**src/design/scv_pkg.sv**
```systemverilog
// ----------------------------------------------------------------------------
// scv_pkg
// Shared types and constants for the skew correction vector unit.
// ----------------------------------------------------------------------------
package scv_pkg;

   localparam int RATIO_FRAC_BITS = 24;
   localparam int SCALE_CAP_BITS  = 40;
   localparam int QUEUE_DEPTH     = 2;
   localparam int QUEUE_PTR_W     = $clog2(QUEUE_DEPTH);
   localparam int CSR_ADDR_W      = 3;

   localparam logic [31:0] SKEW_THRESHOLD_RESET = 32'd168;
   localparam logic [0:0]  REG_SKEW_THRESHOLD   = 1'b0;

   typedef enum logic [1:0] {
      OP_INTERIOR   = 2'd0,
      OP_COUPLED    = 2'd1,
      OP_UNCOUPLED  = 2'd2
   } face_op_type;

   typedef struct packed {
      logic             compute;
      logic             interior;
      logic             last;
      logic [2:0][31:0] offset;
      logic [2:0][31:0] delta;
      logic [2:0][31:0] area;
   } face_item_type;

   typedef struct packed {
      logic        start;
      logic        sqrt_mode;
      logic [63:0] rem;
      logic [63:0] bits;
      logic [63:0] den;
      logic [5:0]  steps;
   } iter_req_type;

   typedef struct packed {
      logic        done;
      logic [63:0] value;
   } iter_rsp_type;

endpackage

```
**src/design/scv_queue.sv**
```systemverilog
// ----------------------------------------------------------------------------
// scv_queue
// Short FIFO of decoded face items between front and back.
// ----------------------------------------------------------------------------
module scv_queue
   import scv_pkg::*;
(
   input  logic          clock,
   input  logic          reset,
   input  logic          push,
   input  face_item_type push_item,
   input  logic          pop,
   output face_item_type pop_item,
   output logic          full,
   output logic          empty
);

   face_item_type                  mem_ff [QUEUE_DEPTH];
   logic [QUEUE_PTR_W-1:0]         wr_ptr_ff;
   logic [QUEUE_PTR_W-1:0]         rd_ptr_ff;
   logic [QUEUE_PTR_W:0]           count_ff;

   assign full     = (count_ff == (QUEUE_PTR_W+1)'(QUEUE_DEPTH));
   assign empty    = (count_ff == '0);
   assign pop_item = mem_ff[rd_ptr_ff];

   always_ff @(posedge clock) begin
      if (push) begin
         mem_ff[wr_ptr_ff] <= push_item;
      end
   end

   always_ff @(posedge clock) begin
      if (reset) begin
         wr_ptr_ff <= '0;
         rd_ptr_ff <= '0;
         count_ff  <= '0;
      end else begin
         if (push) begin
            wr_ptr_ff <= (wr_ptr_ff == QUEUE_PTR_W'(QUEUE_DEPTH-1)) ? '0 : wr_ptr_ff + 1'b1;
         end
         if (pop) begin
            rd_ptr_ff <= (rd_ptr_ff == QUEUE_PTR_W'(QUEUE_DEPTH-1)) ? '0 : rd_ptr_ff + 1'b1;
         end
         if (push && !pop) begin
            count_ff <= count_ff + 1'b1;
         end else if (pop && !push) begin
            count_ff <= count_ff - 1'b1;
         end
      end
   end

endmodule

```
**config.mk**
```make
export PLATFORM = sky130hd
export DESIGN_NAME = scv_queue
export DESIGN_NICKNAME = d
export VERILOG_FILES = /design/src/design/scv_pkg.sv /design/src/design/scv_queue.sv
export SDC_FILE = /design/constraint.sdc
export NUM_CORES = 1
export LEC_CHECK = 0
export BUFFER_PORTS_ARGS = -buffer_cell sky130_fd_sc_hd__buf_2
export CAP_MARGIN = 10
export CORE_MARGIN = 3
export CORE_UTILIZATION = 40
export DETAILED_ROUTE_END_ITERATION = 10
export GPL_ROUTABILITY_DRIVEN = 0
export GPL_TIMING_DRIVEN = 0
export PLACE_DENSITY = 0.73
export SLEW_MARGIN = 0
export SYNTH_ARGS = -nofsm -noshare
export SYNTH_HDL_FRONTEND = slang
export SYNTH_SLANG_ARGS = --single-unit
```
**constraint.sdc**
```tcl
create_clock -name clock -period 24.8 [get_ports clock]
set_input_delay 7.44 -clock clock [delete_from_list [all_inputs] [get_ports clock]]
set_output_delay 7.44 -clock clock [all_outputs]
set_load 0.05 [all_outputs]
```
==> reports/metrics.yaml <==
run_status:
  status: "finished clean"
setup_path:
  worst-setup-path-type: "flop to output port"
  cp.arrival_ns: 2.19
  cp-end-kind: "output port"
  critical_path.max_fanout: 10
  crit_path_start_kind: "flop"
  critPathRequiredTime_ns: 17.36
  rrSetupSlack_ns: 22.56
  r2r_start: "wr_ptr_ff"
clock_tree:
  h-tree-depth: 2
  cts_tree: "built"
  clockRootBuffer: "clkbuf_16"
  cts_made_buffers: 58
  cts_setup_buffers: 0
  cts_sinks: 587
  clk_latency_ns: 0.59
  clock_path_buffers: 3
  post_cts_resized: 0
  hold_buffers: 0
  clk_pin_slew_ns: 0.06
cells_and_area:
  final_util_pct: 51.8
  areaGrowthSynthToFinish_pct: 27.8
  final_common_cell: "buf_2"
  multi_input_area_um2: 3390
  finalInstanceArea_um2: 27300
  regArea_um2: 17600
  n_fill_cell: 4248
  fin_nets: 1884
  final_layout_size_suffix_gt1_share_pct: 61.5
  mostFrequentLayoutCells: "buf_2, edfxtp_1, mux2_2, clkbuf_16, clkbuf_8"
yosys:
  synth_warnings: 0
  syn_area_um2: 21400
  yosys_register_bits: 587
  syn_inst: 927
  yosysUniqueCellTypes: 15
  syn_avg_cell_area_um2: 23.1
  synth-seq-area-share_pct: 82.2
  synth_nets: 1223
global_routing:
  antenna_found_initial: 17
  grt_start_max_net_pins: 68
  grt-ovfl-total: 0
  grt_pass1_wl_mm: 73.0
  grt_usage_pct: 17.1
  grt_pass1_vias: 12000
placement:
  detailed_place.area_um2: 25500
  port_buffers: 587
  dp_hpwl_mm: 36.1
power:
  power_density_nw_per_um2: 88.9
  p_leak_uw: 0.0102
  ir_drop_v: 0.0000762
floorplan:
  rows: 84
  die_x_um: 237
  io_pins: 588
  dieArea_um2: 56300
  core_area_um2: 52800
  start_util_pct: 40.5
  die_h_um: 237
sta:
  post-route-period-util_pct: 38.8
  hold_violations: 0
  worst_slew_pin_slew_ns: 0.954
  rsz0062_at_grt: "no"
  post-route-min-period_ns: 9.63
  relSlewSlack_pct: 36.3
  setup_viol: 0
  clock_skew_ns: 0.0113
  slew_viol_final: 0
  max_clock_freq_ghz: 0.104
routing:
  vias: 11300
  drtIter0Drc: 526
  final_antenna_net_count: 0
  first_pass_iters: 4
  drc: 0
  routedWlPerCell_um: 21.7
  drt_wl_total_mm: 50.4
  routed_via_density: 4.84
min_path:
  holdCritStartpoint: "rd_ptr_ff"
  worstHoldPathType: "flop to flop"
flow_run:
  maxCapViolations: 0
[power breakdown]
group | switching, uW | internal, uW | total (uW) | leakage (uW)
clock network | 356 | 477 | 833 | 0.000880
registers | 12.9 | 1160 | 1170 | 0.00550
logic | 304 | 123 | 427 | 0.00382
[cells in the mapped netlist]
library cell  number  area share [%]
edfxtp_1         582              82
mux2_2           291              15
clkbuf_8          29             1.9
dfxtp_1            5            0.47
nor2_1             5           0.088
buf_6              3            0.16
nor2b_1            2           0.058
xnor2_1            2           0.082
xor2_1             2           0.082
a21oi_1            1           0.023
and2_1             1           0.029
ha_1               1           0.058
inv_1              1           0.018
o21ai_0            1           0.023
or3_1              1           0.029
[final timing paths]
check                                      to  cells after the start
worst min register to register      rd_ptr_ff                      2
worst min-delay path                rd_ptr_ff                      2
worst max register to register  mem_ff[1][23]                      3
worst max-delay path             pop_item[70]                      4
[critical path, stage by stage, from the launching register on]
cell      delay, ns
dfxtp_1        0.40
buf_6          0.26
clkbuf_8       0.29
mux2_2         0.40
buf_2          0.23
[metrics by stage]
step	total power (uW)	setup WS, ns	hold WS [ns]	setup TNS [ns]	std cells
floorplan	1520	3.87	0.461	0	927
global placement	1640	-3.45	0.489	-995.50	2202
detailed placement	1620	15.29	0.508	0	2216
CTS	2460	15.07	0.524	0	2320
global route	2520	15.05	0.569	0	2323
finish	2430	15.17	0.519	0	2326
[logic make-up after synthesis]
family | share of synthesized area [%]
compound gates | 0.0467
xor+xnor | 0.164
fa+ha+maj | 0.0585
buf+inv | 2.04
flops | 82.2
mux | 15.3
simple gates | 0.205
[registers in the layout (all words and copies together), names as in the netlist, named ones only]
signal,count
rd_ptr_ff,1
count_ff,2
wr_ptr_ff,1
mem_ff,582
[metal layers]
metal	vias to the layer above	track usage [%]	wire length (um)
met4	22	6.23	1490
li1	5045	-	-
met1	5608	19.0	18000
met2	477	30.0	25600
met5	-	0	151
met3	107	6.88	5220
[area by class of cell]
type / instances / area share (%)
Antenna cell: 6 / 0.0549
Buffer: 32 / 1.58
Clock buffer: 72 / 5.73
Clock inverter: 32 / 0.865
Inverter: 1 / 0.0137
Multi-Input combinational cell: 307 / 12.4
Sequential cell: 587 / 64.3
Tap cell: 688 / 3.15
Timing Repair Buffer: 601 / 11.9
No activity file was read; power rests on OpenSTA's default activity.
